<file path="config.mk">
export PLATFORM = sky130hd
export DESIGN_NAME = hcpm_out
export DESIGN_NICKNAME = d
export VERILOG_FILES = /design/src/hcpm_pkg.sv /design/src/hcpm_out.sv
export SDC_FILE = /design/constraint.sdc
export NUM_CORES = 1
export LEC_CHECK = 0
export BUFFER_PORTS_ARGS = -buffer_cell sky130_fd_sc_hd__buf_2
export CAP_MARGIN = 20
export CORE_MARGIN = 3
export CORE_UTILIZATION = 29
export DETAILED_ROUTE_END_ITERATION = 6
export SYNTH_ARGS = -nofsm -noshare
export SYNTH_HDL_FRONTEND = slang
export SYNTH_SLANG_ARGS = --single-unit
</file>
<file path="constraint.sdc">
create_clock -name clk_i -period 2.6 [get_ports clk_i]
set_input_delay 0.52 -clock clk_i [delete_from_list [all_inputs] [get_ports clk_i]]
set_output_delay 0.52 -clock clk_i [all_outputs]
set_load 0.03 [all_outputs]
</file>
<file path="src/hcpm_pkg.sv">
// Shared types, constants and helpers for the Hilbert curve point mapper.
package hcpm_pkg;

  localparam int unsigned ORDER_MAX = 16;
  localparam int unsigned CFG_W     = 5;
  localparam int unsigned LVL_W     = 5;
  localparam int unsigned IDX_W     = 2 * ORDER_MAX + 1;
  localparam int unsigned AIDX_W    = 2 * ORDER_MAX;
  localparam int unsigned SHAMT_W   = 6;
  localparam int unsigned FRAC_BITS = 17;
  localparam int unsigned CW        = FRAC_BITS + 2;
  localparam int unsigned POS_W     = 25;
  localparam int unsigned SCL_W     = POS_W + 1;
  localparam int unsigned SCALE_SH  = 8;
  localparam int unsigned SAMPLE_W  = 8;
  localparam int unsigned TDATA_IN_W  = 8;
  localparam int unsigned TDATA_OUT_W = 64;

  localparam logic [IDX_W-1:0]     IDX_CAP = IDX_W'(1) << AIDX_W;
  localparam logic signed [CW-1:0] ONE     = CW'(1) <<< FRAC_BITS;
  localparam logic signed [CW-1:0] HALF    = CW'(1) <<< (FRAC_BITS - 1);

  // base-4 digit codes of the curve index
  localparam logic [1:0] DIG_SWAP   = 2'd0;
  localparam logic [1:0] DIG_STEP_X = 2'd1;
  localparam logic [1:0] DIG_DIAG   = 2'd2;
  localparam logic [1:0] DIG_FLIP   = 2'd3;

  typedef struct packed {
    logic signed [CW-1:0]  ox;
    logic signed [CW-1:0]  oy;
    logic signed [CW-1:0]  xi;
    logic signed [CW-1:0]  xj;
    logic signed [CW-1:0]  yi;
    logic signed [CW-1:0]  yj;
    logic [AIDX_W-1:0]     idx;
    logic [LVL_W-1:0]      lvls;
    logic [SAMPLE_W-1:0]   sample;
    logic                  ovf;
  } hcpm_item_t;

  // order register clamped to 1..ORDER_MAX
  function automatic logic [LVL_W-1:0] eff_order(input logic [CFG_W-1:0] raw);
    logic [LVL_W-1:0] o;
    if (raw == '0) begin
      o = LVL_W'(1);
    end else if (raw > CFG_W'(ORDER_MAX)) begin
      o = LVL_W'(ORDER_MAX);
    end else begin
      o = LVL_W'(raw);
    end
    return o;
  endfunction

endpackage

</file>
<file path="src/hcpm_out.sv">
// Output stage: cell centre, scaling by 255 and the result register.
module hcpm_out import hcpm_pkg::*; (
  input  logic                   clk_i,
  input  logic                   rst_ni,
  input  logic                   in_valid_i,
  output logic                   in_ready_o,
  input  hcpm_item_t             in_item_i,
  output logic                   out_valid_o,
  input  logic                   out_ready_i,
  output logic signed [POS_W-1:0]    x_o,
  output logic signed [POS_W-1:0]    z_o,
  output logic signed [SAMPLE_W-1:0] height_o,
  output logic                   ovf_o
);

  logic                       valid_q;
  logic signed [POS_W-1:0]    x_q, x_d, z_q, z_d;
  logic signed [SAMPLE_W-1:0] h_q;
  logic                       ovf_q;

  logic signed [CW-1:0]    cx, cz;
  logic signed [SCL_W-1:0] ex, ez, sx, sz;

  assign in_ready_o = !valid_q || out_ready_i;

  always_comb begin
    cx = in_item_i.ox + ((in_item_i.xi + in_item_i.yi) >>> 1);
    cz = in_item_i.oy + ((in_item_i.xj + in_item_i.yj) >>> 1);
    ex = SCL_W'(cx);
    ez = SCL_W'(cz);
    // x * 255 = x * 256 - x
    sx = (ex <<< SCALE_SH) - ex;
    sz = (ez <<< SCALE_SH) - ez;
    x_d = in_item_i.ovf ? '0 : sx[POS_W-1:0];
    z_d = in_item_i.ovf ? '0 : sz[POS_W-1:0];
  end

  always_ff @(posedge clk_i or negedge rst_ni) begin
    if (!rst_ni) begin
      valid_q <= 1'b0;
    end else if (in_ready_o) begin
      valid_q <= in_valid_i;
    end
  end

  always_ff @(posedge clk_i) begin
    if (in_valid_i && in_ready_o) begin
      x_q   <= x_d;
      z_q   <= z_d;
      h_q   <= in_item_i.sample;
      ovf_q <= in_item_i.ovf;
    end
  end

  assign out_valid_o = valid_q;
  assign x_o         = x_q;
  assign z_o         = z_q;
  assign height_o    = h_q;
  assign ovf_o       = ovf_q;

endmodule

</file>
==> impl_metrics.csv, run 1 <==
group,metric,value,unit
die,dieArea,0.0272,mm2
synthesis,async_flop_share,0.0167,
pwr,leakagePower,6.57,nW
synthesis,syn-cell-area,0.00731,mm2
place,place_congestion,0.907,
pwr,total_power,18.3,mW
route,vias,8274,
synthesis,synth_seq_area_share,0.246,
cells_and_area,fin_cells,1740,
pwr,pwr-share-clk,0.071,
global_routing,grt_max_degree,29,
synthesis,synth_edf_count,59,
place,dp_cells,1642,
worst_setup_path,r2r-start,"out_valid_o",
global_routing,grt.total_usage,0.169,
sta,worst_pin_slew,562,ps
sta,slew_headroom,0.625,
cts,h-tree-depth,3,
cts,insertion_delay,330,ps
cells_and_area,synthToLayoutAreaGrowth,94.3,%
synthesis,synth_area_leaders,"edfxtp_1 (24%), ha_1 (18%), xnor2_1 (7.3%)",
cts,clkSinkCount,60,
worst_setup_path,reg2reg_depth,3,
place,post-place-ws,-3530,ps
route,postRouteWirelength,24700,um
route,drt_first_pass_iters,4,
synthesis,syn_nets,1107,
worst_setup_path,endpoint,"z_o[24]",
die,start_util,0.298,
synthesis,synth_top_cell_area_share,0.242,
synthesis,synth.largest_area_cell,"edfxtp_1",
worst_setup_path,crit_path_end_kind,"flip-flop",
cts,ctsLongestPathBuffers,2,
worst_setup_path,cp_num_cells,31,
sta,setup_viol,47,
pwr,pwr-share-seq,0.089,
worst_setup_path,startpoint,"in_item_i[46]",
cts,clk_pin_slew_worst_paths,60,ps
pwr,pwr_density_cell,1290,mW/mm2
route,first_iter_violations,262,
die,core,0.0245,mm2
sta,rsz0062_at_grt,"yes",
sta,max_freq,177,MHz
global_routing,antenna_found_initial,0,
sta,hold_violations,0,
die,ios,225,
worst_hold_path,whs_path_depth,1,
place,port_buffers,187,
worst_setup_path,slowest_stage,"fa_2",
synthesis,synth-warning-count,0,
pwr,power.internal,10.6,mW
sta,finClkSkew,4.56,ps
worst_setup_path,cp-start-kind,"primary input",
sta,timing.final.ws_setup,-3050,ps
sta,setup_tns,-85050,ps
synthesis,syn_inst,831,
sta,drv_slew,0,
worst_setup_path,max_stage_delay,390,ps
worst_setup_path,critical_path.max_fanout,3,
sta,fin_crit,5650,ps
cts,cts_tree,"built",
die,die_x,165,um
pwr,p_sw,7.67,mW
run,cap_violations,0,
worst_setup_path,cp.required,2660,ps
die,num_rows,57,
route,avgViaCountPerCell,4.76,
cells_and_area,layout-drive-gt1-share,0.616,
worst_setup_path,regToRegSetupSlack,1040,ps
worst_hold_path,hold_path_class,"in -> reg",
cells_and_area,fin_nets,1687,
run_status,violations,"negative setup slack",
global_routing,overflow,0,
cts,numCtsBuffers,9,
pwr,combPwrFrac,0.840,
route,ant_nets,0,
route,wire_per_inst,14.2,um
worst_setup_path,r2r-end,"z_o[12]",
worst_setup_path,cp_data_arrival_time,5710,ps
worst_setup_path,cp_common_cell,"a21oi_2",
worst_setup_path,cp_num_buf_inv,4,
global_routing,grt_pass1_wl,37600,um
cells_and_area,final_common_cell,"buf_4",
cells_and_area,insertedDiodeCount,0,
pwr,ir_drop,0.000705,V
pwr,swShare,0.419,
run_status,status,"finished, violations left",
synthesis,ys_ff_latch,60,
place,dp_hpwl,18300,um
die,die_y,165,um
synthesis,ys_types,72,
synthesis,synth_ff_type,"edfxtp_1",
cells_and_area,utilization,0.579,
cells_and_area,layout_common_cells,"buf_4 (320), buf_2 (177), nor2_1 (77), ha_1 (77), buf_6 (74)",
worst_setup_path,worst_path_dominant_cell_family,"compound AO/OA/AOI/OAI gates",
synthesis,syn_avg_cell_area,8.80,um2
sta,finalCritPeriodShare,2.17,
global_routing,grt_pass1_vias,8140,
route,drc,0,
cts,cts-root-buf,"clkbuf_16",
worst_setup_path,critPathKind,"in -> reg",
-- worst reg2reg max path: stages (launching register included) --
cell and delay [ps]:
dfrtp_1 370, nand2b_1 100, and2_2 520, buf_12 260
-- routing by layer --
layer / track usage / vias to the layer above / share of wire
li1: - / 4199 / -
met1: 0.220 / 3912 / 0.44
met2: 0.298 / 137 / 0.51
met3: 0.0319 / 26 / 0.043
met4: 0.0206 / 0 / 0.010
met5: 0 / - / 0
-- how the worst min path moves through the flow --
| stage | startpoint | end | slack (ps) |
|---|---|---|---|
| floorplan | rst_ni | out_valid_o | 220 |
| global placement | rst_ni | out_valid_o | 290 |
| detailed placement | rst_ni | out_valid_o | 300 |
| CTS | in_item_i[2] | height_o[1] | 350 |
| global route | in_item_i[7] | height_o[6] | 350 |
| finish | in_item_i[3] | height_o[2] | 360 |
-- what timing repair did --
item                       CTS  global route
cloned                       0             0
gates resized for setup    174           135
pin swaps                  151           126
buffers inserted            55            39
setup endpoints to repair   47            47
hold endpoints to repair     1             0
hold buffers                 1             0
-- cells in the mapped netlist (all sizes together), types with 3 or more instances --
library cell,count
a2111oi,9
a211o,4
a211oi,8
a21boi,4
a21o,27
a21oi,82
a221oi,3
a31o,4
a31oi,4
and2,9
and3,12
clkbuf,10
edfxtp,59
fa,4
ha,108
inv,52
nand2,37
nand2b,22
nand3,13
nand4,4
nor2,88
nor2b,19
nor3,14
nor3b,4
o211ai,6
o21a,15
o21ai,44
o21bai,13
o22ai,3
o31a,5
o31ai,4
o41ai,3
or3,7
xnor2,62
xor2,41
-- power by group through the flow --
stage | logic [mW] | clock network [mW] | registers, mW
2_1_floorplan | 6.64 | 0 | 2.21
3_3_place_gp | 11.4 | 0 | 1.67
3_5_place_dp | 11.5 | 0 | 1.65
4_1_cts | 13.5 | 1.33 | 1.64
5_1_grt | 16.6 | 1.39 | 1.67
6_report | 15.4 | 1.30 | 1.64
-- registers in the layout, summed over array words and instances, names as in the netlist --
register	flops
z_o	25
height_o	8
out_valid_o	1
x_o	25
ovf_o	1
-- cell families (layout without fill, tap and decap cells) --
group | count (synthesis) | after routing | synth area share
muxes | 2 | 2 | 0.00308
and+or+nand+nor | 237 | 237 | 0.158
adders and majority gates | 113 | 113 | 0.197
xor gates and xnor gates | 105 | 105 | 0.133
DFF | 60 | 60 | 0.246
buffers and inverters | 63 | 648 | 0.0325
AOI/OAI and AO/OA | 251 | 251 | 0.231
-- through the flow --
stage	hold slack [ps]	area, um2
global route	346	14200
global placement	294	11700
detailed placement	301	11700
finish	365	14200
CTS	351	13300
floorplan	224	8100
-- layout make-up --
cell class | count | area (um2)
multi-input cells | 708 | 7220
fillers | 2051 | 10300
flip-flops and latches | 60 | 1800
inverters | 52 | 203
clock inverters | 7 | 98.8
clock buffers | 9 | 225
repair buffers | 580 | 4260
well taps | 324 | 405
No activity file was read; power rests on OpenSTA's default activity.
==> run 2: changes to the inputs <==
Settings changed: CTS_BUF_LIST set to sky130_fd_sc_hd__clkbuf_4 sky130_fd_sc_hd__clkbuf_8.
==> run 2 against run 1 <==
- the run still ends with negative setup slack left
- worst setup slack worse by 16 ps
- sequential cell count stayed put
- power down 3.7%
- via count decreased by 0.22%
- core utilization down 0.87 points
- wire length decreased by 0.84%
- sequential power barely moved
- die area is the same
- global-route usage shrank 0.076 points
- register-to-register slack about the same
- critical endpoint unchanged
==> impl_metrics.csv, run 2 (synthesized netlist as in run 1, its figures left out) <==
group,metric,value,unit
pwr,leakagePower,6.47,nW
worst_setup_path,max_stage_delay,360,ps
die,die_x,165,um
sta,slew_headroom,0.623,
cts,numCtsBuffers,9,
worst_hold_path,min_from,"in_item_i[3]",
cts,cts_tree,"built",
die,num_rows,57,
worst_setup_path,critPathKind,"in -> reg",
route,postRouteWirelength,24500,um
route,met2_length,12500,um
die,dieArea,0.0272,mm2
sta,max_freq,177,MHz
route,met3WireLength,972,um
route,drt_first_pass_iters,4,
sta,finClkSkew,7.38,ps
cts,clkSinkCount,60,
run_status,violations,"negative setup slack",
cts,cts-root-buf,"clkbuf_8",
global_routing,grt.total_usage,0.168,
global_routing,grt_pass1_vias,8136,
cells_and_area,final_common_cell,"buf_4",
global_routing,grt_pass1_wl,37500,um
worst_hold_path,hold_end,"height_o[2]",
die,start_util,0.298,
route,drc,0,
worst_hold_path,hold_path_class,"in -> reg",
cts,ctsLongestPathBuffers,2,
worst_setup_path,cp_common_cell,"a21oi_2",
sta,finalCritPeriodShare,2.18,
cells_and_area,synthToLayoutAreaGrowth,91.3,%
worst_setup_path,cp-start-kind,"primary input",
worst_setup_path,reg2reg_depth,3,
route,avgViaCountPerCell,4.75,
place,post-place-ws,-3530,ps
worst_setup_path,startpoint,"in_item_i[85]",
route,wl_met1,10900,um
run,cap_violations,0,
worst_setup_path,slowest_stage,"or3_1",
global_routing,overflow,0,
sta,drv_slew,0,
worst_setup_path,regToRegSetupSlack,1040,ps
die,core,0.0245,mm2
sta,fin_crit,5660,ps
cells_and_area,insertedDiodeCount,0,
cts,insertion_delay,330,ps
global_routing,grt_max_degree,29,
pwr,ir_drop,0.000707,V
route,highest_layer,"met4",
sta,rsz0062_at_grt,"yes",
route,wire_per_inst,14.1,um
place,port_buffers,187,
worst_setup_path,critical_path.max_fanout,3,
run_status,status,"finished, violations left",
cells_and_area,fin_nets,1684,
cells_and_area,layout_common_cells,"buf_4 (324), buf_2 (177), nor2_1 (79)",
die,ios,225,
worst_setup_path,r2r-start,"out_valid_o",
pwr,pwr_density_cell,1260,mW/mm2
worst_setup_path,crit_path_end_kind,"flip-flop",
sta,setup_viol,47,
global_routing,antenna_found_initial,0,
worst_setup_path,r2r-end,"z_o[18]",
worst_hold_path,whs_path_depth,1,
place,place_congestion,0.907,
sta,worst_pin_slew,565,ps
cells_and_area,layout-drive-gt1-share,0.611,
sta,timing.final.ws_setup,-3060,ps
route,ant_nets,0,
worst_setup_path,cp.required,2790,ps
worst_setup_path,cp_data_arrival_time,5850,ps
place,dp_hpwl,18300,um
pwr,total_power,17.6,mW
cts,clk_pin_slew_worst_paths,70,ps
sta,hold_violations,0,
cts,h-tree-depth,3,
route,vias,8256,
route,first_iter_violations,306,
die,die_y,165,um
## run 2: where the power goes
part           switching, mW  internal [mW]
logic                   7.02           8.04
clock network          0.398          0.544
registers             0.0818           1.55
total                   7.50           10.1
## run 2: metrics by stage
step / util / instance area (um2) / cells / hold WS (ps) / setup TNS, ps
2_1_floorplan: - / 8100 / 831 / 224 / -76500
3_5_place_dp: 0.478 / 11700 / 1642 / 301 / -102480
5_1_grt: 0.570 / 14000 / 1737 / 320 / -92510
6_report: 0.570 / 14000 / 1737 / 362 / -83520
3_3_place_gp: 0.478 / 11700 / 1642 / 294 / -99510
4_1_cts: 0.538 / 13200 / 1710 / 326 / -79350
## run 2: cell type report
class | instances | area (um2)
multi-input cells | 708 | 7160
fillers | 2097 | 10500
clock inverters | 7 | 98.8
repair buffers | 577 | 4210
well taps | 324 | 405
flip-flops and latches | 60 | 1800
clock buffers | 9 | 124
inverters | 52 | 203
## run 2: how the worst max path moves through the flow
| stage | to | slack (ps) |
|---|---|---|
| 3_5_place_dp | z_o[24] | -3530 |
| 4_1_cts | z_o[23] | -3020 |
| 6_report | z_o[24] | -3060 |
| 5_1_grt | z_o[24] | -3350 |
| 2_1_floorplan | z_o[23] | -3080 |
| 3_3_place_gp | z_o[24] | -3300 |
## run 2: worst max-delay path: cells and delay by family
kind	cells	cell delay, ps
xor gates and xnor gates	2	330
adders and majority gates	3	820
buffers and inverters	2	260
and+or+nand+nor	6	880
AOI/OAI and AO/OA	20	3030
## run 2: routing by layer
metal	vias up	GRT usage
met4	0	0.0233
met3	12	0.0319
met5	-	0
met2	120	0.295
met1	3935	0.219
li1	4189	-
## run 2: what timing repair did
item / 4_1_cts / 5_1_grt
resized for setup: 174 / 113
endpoints found under the setup margin: 46 / 47
pin swaps: 150 / 120
hold endpoints to repair: 1 / 0
buffers inserted: 54 / 34
hold buffers: 1 / 0
==> run 3: changes to the inputs <==
Settings changed: CORE_UTILIZATION 29 to 54, PLACE_DENSITY set to 0.83, SETUP_SLACK_MARGIN set to 0.5.
==> run 3 against run 2 <==
- the run now fails in clock tree synthesis (4_1_cts)
- synthesized cell count unchanged
- synthesized area unchanged
==> impl_metrics.csv, run 3 <==
group,metric,value,unit
cts,ctsHoldBuffers,1,
synthesis,synth-warning-count,0,
synthesis,synth_area_leaders,"edfxtp_1 (24%), ha_1 (18%), xnor2_1 (7.3%)",
cts,ctsLongestPathBuffers,2,
cts,clkSinkCount,60,
run_status,stop_error,"[ERROR DPL-0038] Utilization greater than 100%, impossible to legalize",
synthesis,synth_ff_type,"edfxtp_1",
synthesis,async_flop_share,0.0167,
synthesis,synth.largest_area_cell,"edfxtp_1",
place,dp_hpwl,22100,um
place,place_congestion,0.942,
die,die_x,122,um
run_status,lastStage,"clock tree synthesis (4_1_cts)",
synthesis,syn_avg_cell_area,8.80,um2
place,dp_cells,1486,
synthesis,syn_inst,831,
place,placed_area,0.0115,mm2
die,num_rows,41,
synthesis,synth_seq_area_share,0.246,
run_status,status,"stopped before the end",
cts,h-tree-depth,3,
synthesis,synth_top_cell_area_share,0.242,
synthesis,synth.most_common_cell,"ha_1",
die,ios,225,
die,start_util,0.566,
synthesis,ys_types,72,
synthesis,synth_edf_count,59,
cts,cts_resized,181,
synthesis,ys_ff_latch,60,
cts,numCtsBuffers,9,
synthesis,synth_common_cells,"ha_1 (108), nor2_1 (88), a21oi_1 (81)",
cts,cts_setup_buffers,47,
cts,cts-root-buf,"clkbuf_8",
die,die_y,122,um
place,port_buffers,187,
synthesis,syn_nets,1107,
synthesis,syn-cell-area,0.00731,mm2
## run 3: cells by family after synthesis
family | Yosys count | synth area share
XOR/XNOR | 105 | 0.133
multiplexers | 2 | 0.00308
AND/OR/NAND/NOR | 237 | 0.158
buffers and inverters | 63 | 0.0325
flip-flops | 60 | 0.246
AO/OA/AOI/OAI | 251 | 0.231
adder cells (fa/ha/maj) | 113 | 0.197
## run 3: stage by stage
stage | setup TNS (ps) | hold slack [ps] | setup WS [ps]
2_1_floorplan | -76500 | 224 | -3080
3_3_place_gp | -96300 | 295 | -3260
3_5_place_dp | -109300 | 296 | -3710
==> run 4: changes to the inputs <==
Settings changed: CORE_UTILIZATION 54 to 40, CTS_BUF_LIST sky130_fd_sc_hd__clkbuf_4 sky130_fd_sc_hd__clkbuf_8 to unset, PLACE_DENSITY 0.83 to unset, PLACE_DENSITY_LB_ADDON set to 0.15, SETUP_SLACK_MARGIN 0.5 to unset.
==> run 4 against run 3 <==
- the flow now finishes, with violations (negative setup slack)
==> impl_metrics.csv, run 4 (synthesized netlist as in run 1, its figures left out) <==
group,metric,value,unit
cells_and_area,final_common_cell,"buf_4",
global_routing,overflow,0,
place,place_congestion,0.885,
cts,numCtsBuffers,9,
cells_and_area,synthToLayoutAreaGrowth,87.3,%
sta,hold_ws,362,ps
die,num_rows,48,
die,die_x,141,um
worst_setup_path,critPathKind,"in -> reg",
route,postRouteWirelength,24300,um
route,avgViaCountPerCell,5.08,
cts,ctsLongestPathBuffers,2,
sta,drv_slew,0,
worst_setup_path,reg2reg_depth,3,
worst_hold_path,hold_end,"height_o[3]",
worst_hold_path,min_from,"in_item_i[4]",
worst_setup_path,r2r-start,"out_valid_o",
worst_setup_path,worst_path_dominant_cell_family,"compound AO/OA/AOI/OAI gates",
pwr,power.internal,10.6,mW
cells_and_area,layout_common_cells,"buf_4 (309), buf_2 (178), ha_1 (80)",
cts,cts-root-buf,"clkbuf_16",
route,drt_first_pass_iters,4,
sta,hold_violations,0,
worst_hold_path,hold_path_class,"in -> reg",
route,drc,0,
worst_setup_path,crit_path_end_kind,"flip-flop",
worst_setup_path,regToRegSetupSlack,1280,ps
die,core,0.0176,mm2
sta,max_freq,178,MHz
global_routing,grt.total_usage,0.225,
worst_setup_path,cp-start-kind,"primary input",
die,ios,225,
worst_setup_path,max_stage_delay,350,ps
route,wire_per_inst,15.0,um
route,vias,8205,
pwr,pwr_density_cell,1350,mW/mm2
sta,slew_headroom,0.642,
sta,finClkSkew,3.39,ps
cells_and_area,layout-drive-gt1-share,0.594,
die,dieArea,0.0199,mm2
global_routing,antenna_found_initial,0,
run,cap_violations,0,
worst_setup_path,slowest_stage,"or3_1",
sta,finalCritPeriodShare,2.16,
place,dp_hpwl,17600,um
place,port_buffers,187,
global_routing,grt_max_degree,60,
global_routing,grt_pass1_vias,8032,
route,ant_nets,0,
cells_and_area,insertedDiodeCount,0,
die,die_y,141,um
pwr,combPwrFrac,0.836,
cts,clk_pin_slew_worst_paths,50,ps
place,placed_area,0.0116,mm2
run_status,violations,"negative setup slack",
sta,fin_crit,5600,ps
cts,h-tree-depth,3,
cts,clkSinkCount,60,
worst_setup_path,critical_path.max_fanout,3,
pwr,leakagePower,6.37,nW
sta,timing.final.ws_setup,-3000,ps
global_routing,grt_pass1_wl,37500,um
cts,insertion_delay,330,ps
route,first_iter_violations,332,
pwr,pwr-share-clk,0.074,
cts,cts_tree,"built",
sta,rsz0062_at_grt,"yes",
cells_and_area,fin_nets,1661,
sta,worst_pin_slew,537,ps
worst_setup_path,cp_num_buf_inv,1,
pwr,ir_drop,0.00131,V
pwr,pwr-share-seq,0.089,
worst_setup_path,cp.required,2780,ps
run_status,status,"finished, violations left",
worst_setup_path,cp_common_cell,"a21oi_1",
worst_setup_path,cp_data_arrival_time,5780,ps
worst_hold_path,whs_path_depth,1,
sta,setup_viol,45,
pwr,swShare,0.424,
worst_setup_path,r2r-end,"z_o[1]",
cells_and_area,post-route-cell-area,0.0137,mm2
die,start_util,0.416,
pwr,p_sw,7.81,mW
[run 4: power by group through the flow]
stage	Clock [mW]	Combinational (mW)	Sequential [mW]
floorplan	0	6.64	2.21
global route	1.44	16.5	1.68
global placement	0	11.4	1.66
finish	1.37	15.4	1.65
CTS	1.40	13.8	1.65
detailed placement	0	11.6	1.67
[run 4: cell type report]
cell class | instances | area, um2
Clock buffer | 10 | 229
Clock inverter | 6 | 111
Fill cell | 1129 | 3900
Inverter | 52 | 203
Multi-Input combinational cell | 708 | 7080
Sequential cell | 60 | 1800
Tap cell | 225 | 282
Timing Repair Buffer | 554 | 4000
[run 4: routing by layer]
metal | GRT usage | vias up | wire, um
met5 | 0 | - | 0
met4 | 0.0469 | 0 | 302
met3 | 0.0332 | 27 | 1200
met2 | 0.371 | 195 | 11700
met1 | 0.314 | 3847 | 11100
li1 | - | 4136 | -
[run 4: repair_timing]
action	CTS	global route
endpoints found under the setup margin	45	45
pin swaps	121	116
hold buffers	1	0
buffers inserted	54	25
gates cloned	0	0
gates resized for setup	170	100
hold endpoints to repair	1	0
[run 4: worst max-delay path by stage]
stage | startpoint | end | slack (ps) | depth (start not counted)
finish | in_item_i[47] | z_o[24] | -3000 | 32
global route | in_item_i[46] | z_o[24] | -3400 | 32
CTS | in_item_i[46] | z_o[23] | -2900 | 31
detailed placement | in_item_i[47] | z_o[24] | -3440 | 32
global placement | in_item_i[46] | z_o[24] | -3260 | 30
floorplan | in_item_i[46] | z_o[23] | -3080 | 30
[run 4: through the flow]
step	cells	worst slack, ps	utilization	power (mW)	setup TNS [ps]
final	1615	-3000	0.779	18.4	-82310
after global routing	1615	-3400	0.779	19.6	-92080
after CTS	1604	-2900	0.745	16.9	-80060
after detailed placement	1543	-3440	0.659	13.3	-100320
after global placement	1543	-3260	0.659	13.1	-98280
after floorplan	831	-3080	-	8.86	-76500
